$ cat src/hw/rtl/sha1_pkg.sv
// SHA-1 engine package: round constants, initial chaining values, queue entry type.
// Used by every module of the sha1_hash_engine block. No dependencies.

package sha1_pkg;

  localparam logic [31:0] K0 = 32'h5A827999;
  localparam logic [31:0] K1 = 32'h6ED9EBA1;
  localparam logic [31:0] K2 = 32'h8F1BBCDC;
  localparam logic [31:0] K3 = 32'hCA62C1D6;

  localparam logic [31:0] H0Init = 32'h67452301;
  localparam logic [31:0] H1Init = 32'hEFCDAB89;
  localparam logic [31:0] H2Init = 32'h98BADCFE;
  localparam logic [31:0] H3Init = 32'h10325476;
  localparam logic [31:0] H4Init = 32'hC3D2E1F0;

  localparam logic [7:0] PadByte = 8'h80;

  // command codes of the input channel
  localparam logic CmdAbsorb = 1'b0;
  localparam logic CmdFinish = 1'b1;

  // word queue between packer and round engine
  localparam int QDepth = 4;
  localparam int QAw    = $clog2(QDepth);

  typedef struct packed {
    logic [31:0] word;
    logic        last_blk;  // final word of the final block of a message
  } q_entry_t;

  function automatic logic [31:0] h_init(input logic [2:0] idx);
    logic [31:0] v;
    unique case (idx)
      3'd0:    v = H0Init;
      3'd1:    v = H1Init;
      3'd2:    v = H2Init;
      3'd3:    v = H3Init;
      default: v = H4Init;
    endcase
    return v;
  endfunction

endpackage

$ cat src/hw/rtl/sha1_in_if.sv
// Input channel of the SHA-1 engine: command and message byte with valid/ready.
// Depends on nothing.

interface sha1_in_if;
  logic       valid;
  logic       ready;
  logic       cmd;
  logic [7:0] data_byte;

  modport source (output valid, output cmd, output data_byte, input ready);
  modport sink   (input valid, input cmd, input data_byte, output ready);
endinterface

$ cat src/hw/rtl/sha1_out_if.sv
// Output channel of the SHA-1 engine: digest word and last flag with valid/ready.
// Depends on nothing.

interface sha1_out_if;
  logic        valid;
  logic        ready;
  logic [31:0] digest_word;
  logic        last_word;

  modport source (output valid, output digest_word, output last_word, input ready);
  modport sink   (input valid, input digest_word, input last_word, output ready);
endinterface

$ cat src/hw/rtl/sha1_front.sv
// SHA-1 front end: packs message bytes into big-endian words and generates padding.
// Depends on sha1_pkg and sha1_in_if.

module sha1_front (
  input  logic              clk_i,
  input  logic              rst_ni,
  sha1_in_if.sink           in_i,
  output logic              push_o,
  output sha1_pkg::q_entry_t push_data_o,
  input  logic              q_ready_i
);

  logic [63:0] cnt_q, cnt_d;
  logic [31:0] acc_q;
  logic [63:0] bits_q;
  logic        pad_q, pad_d;
  logic        first_q, first_d;
  logic        lenblk_q, lenblk_d;
  logic [3:0]  widx_q, widx_d;
  logic [1:0]  kbytes_q;

  logic        accept;
  logic        is_byte;
  logic        word_done;
  logic [31:0] pad_word;

  assign is_byte   = (in_i.cmd == sha1_pkg::CmdAbsorb);
  assign word_done = (cnt_q[1:0] == 2'd3);

  always_comb begin
    in_i.ready = 1'b0;
    if (!pad_q) begin
      in_i.ready = is_byte ? (!word_done || q_ready_i) : 1'b1;
    end
  end

  assign accept = in_i.valid && in_i.ready;

  // first padding word: bytes held so far, the marker byte, then zeros
  always_comb begin
    unique case (kbytes_q)
      2'd0:    pad_word = {sha1_pkg::PadByte, 24'h0};
      2'd1:    pad_word = {acc_q[7:0], sha1_pkg::PadByte, 16'h0};
      2'd2:    pad_word = {acc_q[15:0], sha1_pkg::PadByte, 8'h0};
      default: pad_word = {acc_q[23:0], sha1_pkg::PadByte};
    endcase
  end

  always_comb begin
    push_o               = 1'b0;
    push_data_o.word     = {acc_q[23:0], in_i.data_byte};
    push_data_o.last_blk = 1'b0;
    if (pad_q) begin
      push_o = q_ready_i;
      if (first_q) begin
        push_data_o.word = pad_word;
      end else if (lenblk_q && widx_q == 4'd14) begin
        push_data_o.word = bits_q[63:32];
      end else if (lenblk_q && widx_q == 4'd15) begin
        push_data_o.word = bits_q[31:0];
      end else begin
        push_data_o.word = 32'h0;
      end
      push_data_o.last_blk = lenblk_q && (widx_q == 4'd15);
    end else begin
      push_o = accept && is_byte && word_done;
    end
  end

  always_comb begin
    cnt_d    = cnt_q;
    pad_d    = pad_q;
    first_d  = first_q;
    lenblk_d = lenblk_q;
    widx_d   = widx_q;
    if (pad_q) begin
      if (q_ready_i) begin
        first_d = 1'b0;
        if (widx_q == 4'd15) begin
          if (lenblk_q) begin
            pad_d = 1'b0;
          end else begin
            lenblk_d = 1'b1;
            widx_d   = 4'd0;
          end
        end else begin
          widx_d = widx_q + 4'd1;
        end
      end
    end else if (accept) begin
      if (is_byte) begin
        cnt_d = cnt_q + 64'd1;
      end else begin
        cnt_d    = 64'd0;
        pad_d    = 1'b1;
        first_d  = 1'b1;
        widx_d   = cnt_q[5:2];
        // length fits in this block only if the marker lands before word 14
        lenblk_d = (cnt_q[5:2] < 4'd14);
      end
    end
  end

  always_ff @(posedge clk_i or negedge rst_ni) begin
    if (!rst_ni) begin
      cnt_q    <= 64'd0;
      pad_q    <= 1'b0;
      first_q  <= 1'b0;
      lenblk_q <= 1'b0;
      widx_q   <= 4'd0;
    end else begin
      cnt_q    <= cnt_d;
      pad_q    <= pad_d;
      first_q  <= first_d;
      lenblk_q <= lenblk_d;
      widx_q   <= widx_d;
    end
  end

  always_ff @(posedge clk_i) begin
    if (accept && is_byte) begin
      acc_q <= {acc_q[23:0], in_i.data_byte};
    end
    if (accept && !is_byte) begin
      bits_q   <= {cnt_q[60:0], 3'b000};
      kbytes_q <= cnt_q[1:0];
    end
  end

endmodule

$ cat src/hw/rtl/sha1_queue.sv
// Short word queue between the SHA-1 front end and the round engine.
// Depends on sha1_pkg.

module sha1_queue (
  input  logic               clk_i,
  input  logic               rst_ni,
  input  logic               push_i,
  input  sha1_pkg::q_entry_t push_data_i,
  output logic               ready_o,
  input  logic               pop_i,
  output logic               valid_o,
  output sha1_pkg::q_entry_t pop_data_o
);

  sha1_pkg::q_entry_t mem_q [sha1_pkg::QDepth];
  logic [sha1_pkg::QAw-1:0] wptr_q, rptr_q;
  logic [sha1_pkg::QAw:0]   fill_q;

  localparam logic [sha1_pkg::QAw:0] Full = (sha1_pkg::QAw+1)'(sha1_pkg::QDepth);

  assign ready_o    = (fill_q != Full);
  assign valid_o    = (fill_q != '0);
  assign pop_data_o = mem_q[rptr_q];

  always_ff @(posedge clk_i or negedge rst_ni) begin
    if (!rst_ni) begin
      wptr_q <= '0;
      rptr_q <= '0;
      fill_q <= '0;
    end else begin
      if (push_i) begin
        wptr_q <= wptr_q + 1'b1;
      end
      if (pop_i) begin
        rptr_q <= rptr_q + 1'b1;
      end
      priority if (push_i && !pop_i) begin
        fill_q <= fill_q + 1'b1;
      end else if (pop_i && !push_i) begin
        fill_q <= fill_q - 1'b1;
      end
    end
  end

  always_ff @(posedge clk_i) begin
    if (push_i) begin
      mem_q[wptr_q] <= push_data_i;
    end
  end

endmodule

$ cat src/hw/rtl/sha1_back.sv
// SHA-1 round engine: 80 rounds, one per cycle (rounds 0-15 wait for a queue word),
// chaining add, digest output. Depends on sha1_pkg and sha1_out_if.

module sha1_back (
  input  logic               clk_i,
  input  logic               rst_ni,
  input  logic               q_valid_i,
  input  sha1_pkg::q_entry_t q_data_i,
  output logic               q_pop_o,
  sha1_out_if.source         out_o
);

  localparam logic [1:0] SIdle = 2'd0;
  localparam logic [1:0] SRun  = 2'd1;
  localparam logic [1:0] SAdd  = 2'd2;
  localparam logic [1:0] SOut  = 2'd3;

  logic [1:0]  state_q, state_d;
  logic [6:0]  rnd_q, rnd_d;
  logic [2:0]  oidx_q, oidx_d;
  logic        last_q;
  logic [31:0] h_q [5];
  logic [31:0] a_q, b_q, c_q, d_q, e_q;
  logic [31:0] w_q [16];

  logic        load_ph;
  logic        advance;
  logic [31:0] wsch, wt, f, k, t;

  assign load_ph = (rnd_q < 7'd16);
  assign advance = (state_q == SRun) && (!load_ph || q_valid_i);
  assign q_pop_o = (state_q == SRun) && load_ph && q_valid_i;

  // w_q[15] holds the newest schedule word
  always_comb begin
    wsch = w_q[13] ^ w_q[8] ^ w_q[2] ^ w_q[0];
    wsch = {wsch[30:0], wsch[31]};
    wt   = load_ph ? q_data_i.word : wsch;
  end

  always_comb begin
    priority if (rnd_q < 7'd20) begin
      f = (b_q & c_q) | (~b_q & d_q);
      k = sha1_pkg::K0;
    end else if (rnd_q < 7'd40) begin
      f = b_q ^ c_q ^ d_q;
      k = sha1_pkg::K1;
    end else if (rnd_q < 7'd60) begin
      f = (b_q & c_q) | (b_q & d_q) | (c_q & d_q);
      k = sha1_pkg::K2;
    end else begin
      f = b_q ^ c_q ^ d_q;
      k = sha1_pkg::K3;
    end
    t = {a_q[26:0], a_q[31:27]} + f + e_q + k + wt;
  end

  always_comb begin
    state_d = state_q;
    rnd_d   = rnd_q;
    oidx_d  = oidx_q;
    unique case (state_q)
      SIdle: begin
        if (q_valid_i) begin
          state_d = SRun;
          rnd_d   = 7'd0;
        end
      end
      SRun: begin
        if (advance) begin
          rnd_d = rnd_q + 7'd1;
          if (rnd_q == 7'd79) begin
            state_d = SAdd;
          end
        end
      end
      SAdd: begin
        state_d = last_q ? SOut : SIdle;
        oidx_d  = 3'd0;
      end
      SOut: begin
        if (out_o.ready) begin
          if (oidx_q == 3'd4) begin
            state_d = SIdle;
          end else begin
            oidx_d = oidx_q + 3'd1;
          end
        end
      end
      default: state_d = SIdle;
    endcase
  end

  always_ff @(posedge clk_i or negedge rst_ni) begin
    if (!rst_ni) begin
      state_q <= SIdle;
      rnd_q   <= 7'd0;
      oidx_q  <= 3'd0;
      last_q  <= 1'b0;
      for (int i = 0; i < 5; i++) begin
        h_q[i] <= sha1_pkg::h_init(3'(i));
      end
    end else begin
      state_q <= state_d;
      rnd_q   <= rnd_d;
      oidx_q  <= oidx_d;
      if (q_pop_o && rnd_q == 7'd15) begin
        last_q <= q_data_i.last_blk;
      end
      if (state_q == SAdd) begin
        h_q[0] <= h_q[0] + a_q;
        h_q[1] <= h_q[1] + b_q;
        h_q[2] <= h_q[2] + c_q;
        h_q[3] <= h_q[3] + d_q;
        h_q[4] <= h_q[4] + e_q;
      end
      // back to the initial chain once the final word is taken
      if (state_q == SOut && out_o.ready && oidx_q == 3'd4) begin
        for (int i = 0; i < 5; i++) begin
          h_q[i] <= sha1_pkg::h_init(3'(i));
        end
      end
    end
  end

  always_ff @(posedge clk_i) begin
    if (state_q == SIdle && q_valid_i) begin
      a_q <= h_q[0];
      b_q <= h_q[1];
      c_q <= h_q[2];
      d_q <= h_q[3];
      e_q <= h_q[4];
    end else if (advance) begin
      a_q <= t;
      b_q <= a_q;
      c_q <= {b_q[1:0], b_q[31:2]};
      d_q <= c_q;
      e_q <= d_q;
      for (int i = 0; i < 15; i++) begin
        w_q[i] <= w_q[i+1];
      end
      w_q[15] <= wt;
    end
  end

  assign out_o.valid       = (state_q == SOut);
  assign out_o.digest_word = h_q[oidx_q];
  assign out_o.last_word   = (oidx_q == 3'd4);

endmodule

$ cat src/hw/rtl/sha1_hash_engine.sv
// SHA-1 hash engine top level: byte packer, word queue and round engine.
// Depends on sha1_pkg, sha1_in_if, sha1_out_if, sha1_front, sha1_queue, sha1_back.
//
//   channel  dir  payload                        handshake
//   in_i     in   cmd, data_byte                 valid/ready
//   out_o    out  digest_word[31:0], last_word   valid/ready
//
// Bytes take one cycle each while input is not stalled; every fourth pushes a word
// into the four-word queue. A block takes a start step, 80 rounds and a chain add, but
// the packer runs only 19 bytes ahead, so word loading waits on it. A finish pushes
// 3 to 18 padding words, then five digest words leave one per cycle while out_o is
// ready. Reset gives the initial chain and a zero count. Input stalls while padding
// and when a full word meets a full queue; the engine holds while out_o stalls.

module sha1_hash_engine (
  input  logic      clk_i,
  input  logic      rst_ni,
  sha1_in_if.sink   in_i,
  sha1_out_if.source out_o
);

  logic               push;
  sha1_pkg::q_entry_t push_data;
  logic               q_ready;
  logic               q_valid;
  logic               q_pop;
  sha1_pkg::q_entry_t q_data;

  sha1_front u_front (
    .clk_i       (clk_i),
    .rst_ni      (rst_ni),
    .in_i        (in_i),
    .push_o      (push),
    .push_data_o (push_data),
    .q_ready_i   (q_ready)
  );

  sha1_queue u_queue (
    .clk_i       (clk_i),
    .rst_ni      (rst_ni),
    .push_i      (push),
    .push_data_i (push_data),
    .ready_o     (q_ready),
    .pop_i       (q_pop),
    .valid_o     (q_valid),
    .pop_data_o  (q_data)
  );

  sha1_back u_back (
    .clk_i     (clk_i),
    .rst_ni    (rst_ni),
    .q_valid_i (q_valid),
    .q_data_i  (q_data),
    .q_pop_o   (q_pop),
    .out_o     (out_o)
  );

  // no push into a full queue, no pop from an empty one
  a_no_overflow: assert property (@(posedge clk_i) disable iff (!rst_ni)
    push |-> q_ready)
    else $error("word pushed into full queue");

  a_no_underflow: assert property (@(posedge clk_i) disable iff (!rst_ni)
    q_pop |-> q_valid)
    else $error("word popped from empty queue");

  // digest output and round loading never overlap
  a_out_no_pop: assert property (@(posedge clk_i) disable iff (!rst_ni)
    out_o.valid |-> !q_pop)
    else $error("queue popped during digest output");

  a_last_ends: assert property (@(posedge clk_i) disable iff (!rst_ni)
    (out_o.valid && out_o.ready && out_o.last_word) |=> !out_o.valid)
    else $error("digest output continued past last word");

endmodule
$ cat src/flat_wrapper.sv
// flat-port wrapper written by rule: the top's interface ports become plain ports
module sha1_hash_engine_flat 
  (clk_i, rst_ni, in_i_valid, in_i_cmd, in_i_data_byte, in_i_ready, out_o_valid, out_o_digest_word, out_o_last_word, out_o_ready);
  sha1_in_if in_i_i ();
  sha1_out_if out_o_i ();
  input  logic clk_i;
  input  logic rst_ni;
  input wire logic [$bits(in_i_i.valid)-1:0] in_i_valid;
  input wire logic [$bits(in_i_i.cmd)-1:0] in_i_cmd;
  input wire logic [$bits(in_i_i.data_byte)-1:0] in_i_data_byte;
  output wire logic [$bits(in_i_i.ready)-1:0] in_i_ready;
  output wire logic [$bits(out_o_i.valid)-1:0] out_o_valid;
  output wire logic [$bits(out_o_i.digest_word)-1:0] out_o_digest_word;
  output wire logic [$bits(out_o_i.last_word)-1:0] out_o_last_word;
  input wire logic [$bits(out_o_i.ready)-1:0] out_o_ready;
  assign in_i_i.valid = in_i_valid;
  assign in_i_i.cmd = in_i_cmd;
  assign in_i_i.data_byte = in_i_data_byte;
  assign in_i_ready = in_i_i.ready;
  assign out_o_valid = out_o_i.valid;
  assign out_o_digest_word = out_o_i.digest_word;
  assign out_o_last_word = out_o_i.last_word;
  assign out_o_i.ready = out_o_ready;
  sha1_hash_engine u_core (.clk_i(clk_i), .rst_ni(rst_ni), .in_i(in_i_i), .out_o(out_o_i));
endmodule
$ cat config.mk
export PLATFORM = sky130hd
export DESIGN_NAME = sha1_hash_engine_flat
export DESIGN_NICKNAME = d
export VERILOG_FILES = /design/src/hw/rtl/sha1_pkg.sv /design/src/hw/rtl/sha1_in_if.sv /design/src/hw/rtl/sha1_out_if.sv /design/src/hw/rtl/sha1_front.sv /design/src/hw/rtl/sha1_queue.sv /design/src/hw/rtl/sha1_back.sv /design/src/hw/rtl/sha1_hash_engine.sv /design/src/flat_wrapper.sv
export SDC_FILE = /design/constraint.sdc
export NUM_CORES = 2
export LEC_CHECK = 0
export BUFFER_PORTS_ARGS = -buffer_cell sky130_fd_sc_hd__buf_2
export CAP_MARGIN = 15
export CELL_PAD_IN_SITES_DETAIL_PLACEMENT = 1
export CELL_PAD_IN_SITES_GLOBAL_PLACEMENT = 1
export CORE_MARGIN = 2
export CORE_UTILIZATION = 48
export CTS_CLUSTER_DIAMETER = 100
export DETAILED_ROUTE_END_ITERATION = 6
export GPL_ROUTABILITY_DRIVEN = 0
export PLACE_DENSITY = 0.73
export SYNTH_ARGS = -nofsm -noshare
export SYNTH_HDL_FRONTEND = slang
export SYNTH_SLANG_ARGS = --single-unit
$ cat constraint.sdc
create_clock -name clk_i -period 16.3 [get_ports clk_i]
set_input_delay 1.63 -clock clk_i [delete_from_list [all_inputs] [get_ports clk_i]]
set_output_delay 1.63 -clock clk_i [all_outputs]
set_load 0.01 [all_outputs]
; Yosys cells after proc, flatten, opt, wreduce, memory -nomap -nowiden
; Memories as Yosys holds them, arrays and structs flattened.
; Index checks and enable logic that the tools add are counted.
[classes]
add_sub_neg = 17
magnitude_cmp = 6
n_eq_ne = 21
muxes = 72
bitwise = 16
n_reduce_logical = 38
[op_table]
columns = operator, n
row1 = $mux 32, 21
row2 = $mux 160, 2
row3 = $add 32x32->32, 9
row4 = $xor 32x32->32, 5
row5 = $and 32x32->32, 4
row6 = $bmux 32 s3, 1
row7 = $or 32x32->32, 3
row8 = $pmux 32 s3, 1
row9 = $add 64x1->64 const B, 1
row10 = $mux 64, 1
row11 = $mux 33, 1
row12 = $not 32->32, 1
row13 = $mux 31, 1
row14 = $mux 4, 6
row15 = $mux 1, 23
row16 = $logic_and 1x1->1, 15
row17 = $lt 7x5->1 const B, 2
row18 = $lt 7x6->1 const B, 2
row19 = $mux 7, 2
row20 = $pmux 7 s2, 1
row21 = $reduce_bool 2->1, 7
row22 = $mux 2, 6
row23 = $mux 3, 4
row24 = $reduce_and 3->1, 3
row25 = other kinds (27), 48
[word_totals]
reg_bits = 498
ramBits = 644
in_bits = 13
word_cells = 197
memories = 2
[memory_table]
columns = name, depth, width, read_ports, rd_clocked_by_memory_dff, wr, line
row1 = u_core.u_back.w_q, 16, 32, 16, 0, 16, sha1_back.sv:24  ; logic [31:0] w_q [16];
row2 = u_core.u_queue.mem_q, 4, 33, 1, 0, 1, sha1_queue.sv:15  ; sha1_pkg::q_entry_t mem_q [sha1_pkg::QDepth];

; Logic depth before layout (Yosys ltp)
[logic_depth]
word_depth = 13
depth_mapped = 26
ltp_nobuf = 23

; Hierarchy
; From an unflattened synthesis, not the netlist that was laid out.
[unflattened]
hier_cells = 4541
hier_area_um2 = 56040.0
[modules_own_cells]
columns = mod, instances, cells_per_inst, area_per_inst_um2
row1 = sha1_back, 1, 3715, 43795.8
row2 = sha1_front, 1, 618, 7035.5
row3 = sha1_queue, 1, 208, 5208.7

; Worst setup path before layout
; Ideal clock, no wire load.
[synth_path]
kind = register -> register
from = reg u_core.u_back.state_q[1]
to = reg u_core.u_back.a_q[0] (enable)
setup_time_ps = 493
arrival_time_ps = 15092
required_ps = 15807
path_slack_ps = 715
stages_incl_launch_ff = 7
n_path_buf = 1
cell_sequence = dfrtp_1 > nor2b_1 > clkbuf_1 > nand2_1 > inv_1 > nor2_1 > inv_1
[synth_between]
elab_chain_cells = 3
elab_cells_between_ends = 5
cone_classes = eq/ne (1) / reduce/logical (4)
[synth_lines]
columns = element, line
row1 = start: declaration, sha1_back.sv:18  ; logic [1:0] state_q, state_d;
row2 = start signal: assignment, sha1_back.sv:96  ; state_q <= SIdle;
row3 = start signal: assignment, sha1_back.sv:104  ; state_q <= state_d;
row4 = $eq 2x1->1 / $logic_not 2->1 (equally long branches), "sha1_back.sv:31, sha1_back.sv:127"
row5 = $logic_and 1x1->1 (on tied branches), "sha1_back.sv:31, sha1_back.sv:127"
row6 = $reduce_bool 2->1 (no line) (*), --
row7 = end signal: assignment, sha1_back.sv:128  ; a_q <= h_q[0];
row8 = end signal: assignment, sha1_back.sv:134  ; a_q <= t;
row9 = end: declaration, sha1_back.sv:23  ; logic [31:0] a_q, b_q, c_q, d_q, e_q;
; Mark *: on every way between the ends. The rest lies on a longest branch, timed or not.
; A chain may end at the register's enable or synchronous reset.

; Worst setup path after layout
[layout_path]
from = reg u_core.u_back.rnd_q[4]
to = reg u_core.u_back.a_q[30], data pin
[layout_between]
elab_chain_cells = 10
elab_cells_between_ends = 17
cone_classes = add/sub (4) / order compare (4) / mux (9)
[layout_lines]
columns = element, line
row1 = start: declaration, sha1_back.sv:19  ; logic [6:0] rnd_q, rnd_d;
row2 = start signal: assignment, sha1_back.sv:105  ; rnd_q <= rnd_d;
row3 = $lt 7x6->1, sha1_back.sv:48  ; end else if (rnd_q < 7'd60) begin
row4 = $mux 32, sha1_back.sv:48
row5 = $mux 32, sha1_back.sv:45  ; end else if (rnd_q < 7'd40) begin
row6 = $mux 32, sha1_back.sv:42  ; priority if (rnd_q < 7'd20) begin
row7 = $add 32x32->32 (3 in a row), sha1_back.sv:55  ; t = {a_q[26:0], a_q[31:27]} + f + e_q + k + wt;
row8 = $add 32x32->32 (*), sha1_back.sv:55
row9 = $mux 32 (*), sha1_back.sv:133  ; end else if (advance) begin
row10 = $mux 32 (*), sha1_back.sv:127  ; if (state_q == SIdle && q_valid_i) begin
; Mark *: on every way between the ends. The rest lies on a longest branch, timed or not. The select of a mux whose other input is x is not followed.

==> flow_summary.yaml <==
status:
  status: "finished, final reports clean"
cells_and_area:
  area_delta_synth_final_pct: 10.9
  antenna_cells: 0
  fillers: 11800
  multiInputGateArea_um2: 21100
  seq_area_um2: 33000
  drive_above_1_share_pct: 10.0
  final_common_cell: "edfxtp_1"
  mostFrequentLayoutCells: "889 x edfxtp_1, 599 x nand2_1, 333 x inv_1"
  fin_nets: 4943
global_route:
  gr-total-overflow: 0
  grt.total_usage_pct: 26.0
  grt_start_max_net_pins: 202
  grt_pass1_vias: 38000
  antenna_found_initial: 4
  grt_pass1_wl_um: 237000
worst_setup_path:
  criticalPathCategory: "register to register"
  required_ns: 16.72
  worstPathArrival_ns: 8.46
  reg2reg_slack_ns: 8.26
  slowest_stage: "clkinv_1"
  cp_cell_sequence: "o21ai_0 > nor2b_1 > buf_4 > inv_1 > nand2_1 > buf_4 > clkinv_1 > a221o_1 > fa_1 > inv_1 > fa_1 > inv_1 > ha_1 > a211oi_1 > o21ai_0 > a2111oi_0 > a211oi_1 > o211ai_1 > o31ai_1 > o41ai_1 > o21ai_0 > xnor2_1 > o21ai_0"
  cpPeakStageDelay_ns: 0.76
  r2r_start: "u_core.u_back.rnd_q[4]"
  critPathLaunchType: "register"
  r2r_cells: 23
  r2r_end: "u_core.u_back.a_q[30]"
  end_kind: "register"
  critPathBufInv: 6
  crit_family: "compound AO/OA/AOI/OAI gates"
  path_max_fanout: 19
  critPathMostFrequentCell: "o21ai_0"
sta:
  hold_viol: 0
  finClkSkew_ns: 0.0277
  max_slew.worst_pin.slew_ns: 1.16
  slew_headroom_pct: 21.7
  fin_crit_ns: 8.04
  drv_slew: 0
  clock.fmax_mhz: 124
  fin_tns_setup_ns: 0
  rsz0062_at_grt: "false"
  final.period_utilization_pct: 49.3
  finalSetupViolCount: 0
synth:
  netlist_area_um2: 55900
  synthAdderAreaFrac_pct: 9.08
  synth_nets: 4891
  synth-compound-area-share_pct: 11.4
  synth.top_cells.by_area: "edfxtp_1 48%, dfrtp_1 7.5%, ha_1 4.6%"
  synth_seq_cells: 1137
  netlist_instances: 4548
  synthSimpleGateAreaFrac_pct: 9.26
  yosys.area.top_type: "edfxtp_1"
  muxShareOfSynthArea_pct: 3.38
  synth-xor-area-share_pct: 4.56
  synth_top_family_by_area: "compound AO/OA/AOI/OAI gates"
  synth_edf_count: 889
  synthFlopType: "edfxtp_1"
  synth.distinct_cells: 85
  ys_seq_area_share_pct: 59.0
  post-synth-top-area-fraction_pct: 47.7
  async_reset_ff_share_pct: 21.8
  syn-mean-instance-area_um2: 12.3
  ys_warn_count: 0
drt:
  route.detailed.drc: 0
  drtAntennaViolNets: 0
  avgRoutedWirePerCell_um: 24.9
  drt_iter0_drc: 3381
  dr.pass1.iters: 6
  vias: 36600
  vias_per_cell: 5.87
  wl_um: 155000
clock_network:
  clk_latency_ns: 0.72
  clockBufferDepth: 3
  clk_pin_slew_ns: 0.06
  postCtsHoldBufs: 0
  cts_resized: 0
  cts_tree: "built"
  numCtsBuffers: 120
  cts.sinks: 1137
  root_buffer: "clkbuf_16"
  htree_levels: 3
  post_cts_buffers: 0
floorplanning:
  initial_utilization_pct: 48.2
  design.die.area_um2: 119000
  die_x_um: 345
  ios: 48
  dieHeight_um: 345
  row_count: 125
  coreArea_um2: 116000
worst_hold_path:
  holdPathEnd: "u_core.u_back.w_q[1][182]"
  min_from: "u_core.u_back.w_q[1][214]"
  worstHoldPathType: "register to register"
  whs_path_depth: 0
flow_run:
  maxCapViolations: 0
placed_design:
  dpl.hpwl_um: 108000
  port-buffer-count: 47
## stage by stage
step | utilization, % | cells | cell area (um2) | hold WS [ns] | setup slack, ns
detailed placement | 50.0 | 6001 | 57900 | 0.405 | 8.50
floorplan | - | 4548 | 55900 | 0.400 | 0.715
finish | 53.5 | 6231 | 62000 | 0.406 | 8.26
CTS | 53.5 | 6230 | 62000 | 0.407 | 8.38
global route | 53.5 | 6231 | 62000 | 0.416 | 7.72
global placement | 50.0 | 6001 | 57900 | 0.400 | 8.86
## worst reg2reg max path, stage by stage (launching register included)
cell and delay (ns):
dfrtp_1 0.48, o21ai_0 0.17, nor2b_1 0.17, buf_4 0.19, inv_1 0.15, nand2_1 0.11, buf_4 0.28, clkinv_1 0.77
a221o_1 0.66, fa_1 0.52, inv_1 0.08, fa_1 0.59, inv_1 0.06, ha_1 0.31, a211oi_1 0.35, o21ai_0 0.19
a2111oi_0 0.76, a211oi_1 0.28, o211ai_1 0.36, o31ai_1 0.20, o41ai_1 0.50, o21ai_0 0.24, xnor2_1 0.21, o21ai_0 0.11
## how the worst max path moves through the flow
stage                                         from               endpoint  slack [ns]  cells past startpoint
after CTS                   u_core.u_back.rnd_q[4]  u_core.u_back.a_q[30]        8.38                     23
final                       u_core.u_back.rnd_q[4]  u_core.u_back.a_q[30]        8.26                     23
after global routing        u_core.u_back.rnd_q[4]  u_core.u_back.a_q[30]        7.72                     23
after detailed placement    u_core.u_back.rnd_q[4]  u_core.u_back.a_q[30]        8.50                     23
after global placement      u_core.u_back.rnd_q[4]  u_core.u_back.a_q[30]        8.86                     23
after floorplan           u_core.u_back.state_q[1]   u_core.u_back.a_q[0]        0.72                      6
## per-layer routing
metal | up-vias | wire length (um) | global-route usage, %
met1 | 18800 | 68500 | 36.6
li1 | 16500 | - | -
met5 | - | 13 | 0
met2 | 993 | 71200 | 40.5
met4 | 2 | 6050 | 9.55
met3 | 253 | 9310 | 4.90
## kinds of logic (layout without fill, tap and decap cells)
group                    Yosys count  after routing
adder cells (fa/ha/maj)          330            330
buffers and inverters            494            653
XOR/XNOR                         291            291
AO/OA/AOI/OAI                   1015           1015
flip-flops                      1137           1137
AND/OR/NAND/NOR                 1174           1174
multiplexers                     107            107
## synthesized netlist by cell type, types with 65 or more instances
cell type / n
inv_1: 335
ha_1: 204
o21ai_0: 302
nand2_1: 600
mux4_2: 65
a21o_1: 67
clkbuf_1: 131
nor2_1: 258
xnor2_1: 195
edfxtp_1: 889
a21oi_1: 273
fa_1: 126
xor2_1: 96
dfrtp_1: 168
dfstp_2: 80
## cell type report
type | instances | share of cell area [%]
Sequential cell | 1137 | 53.2
Tap cell | 1524 | 3.08
Clock buffer | 145 | 5.06
Clock inverter | 84 | 1.53
Timing Repair Buffer | 88 | 0.965
Multi-Input combinational cell | 2917 | 34.1
Inverter | 336 | 2.05
## state kept, by name (all words and copies together) (netlist names), 7 cells and up
name	count
u_core.u_back.w_q	512
u_core.u_back.h_q	160
u_core.u_queue.mem_q	132
u_core.u_front.cnt_q	61
u_core.u_front.bits_q	60
u_core.u_back.a_q	32
u_core.u_back.b_q	32
u_core.u_back.c_q	32
u_core.u_back.d_q	32
u_core.u_back.e_q	32
u_core.u_front.acc_q	24
u_core.u_back.rnd_q	7
Power is left out: the tool's default activity adds up to more than one toggle a clock period on the data nets, which glitch-free logic cannot reach.
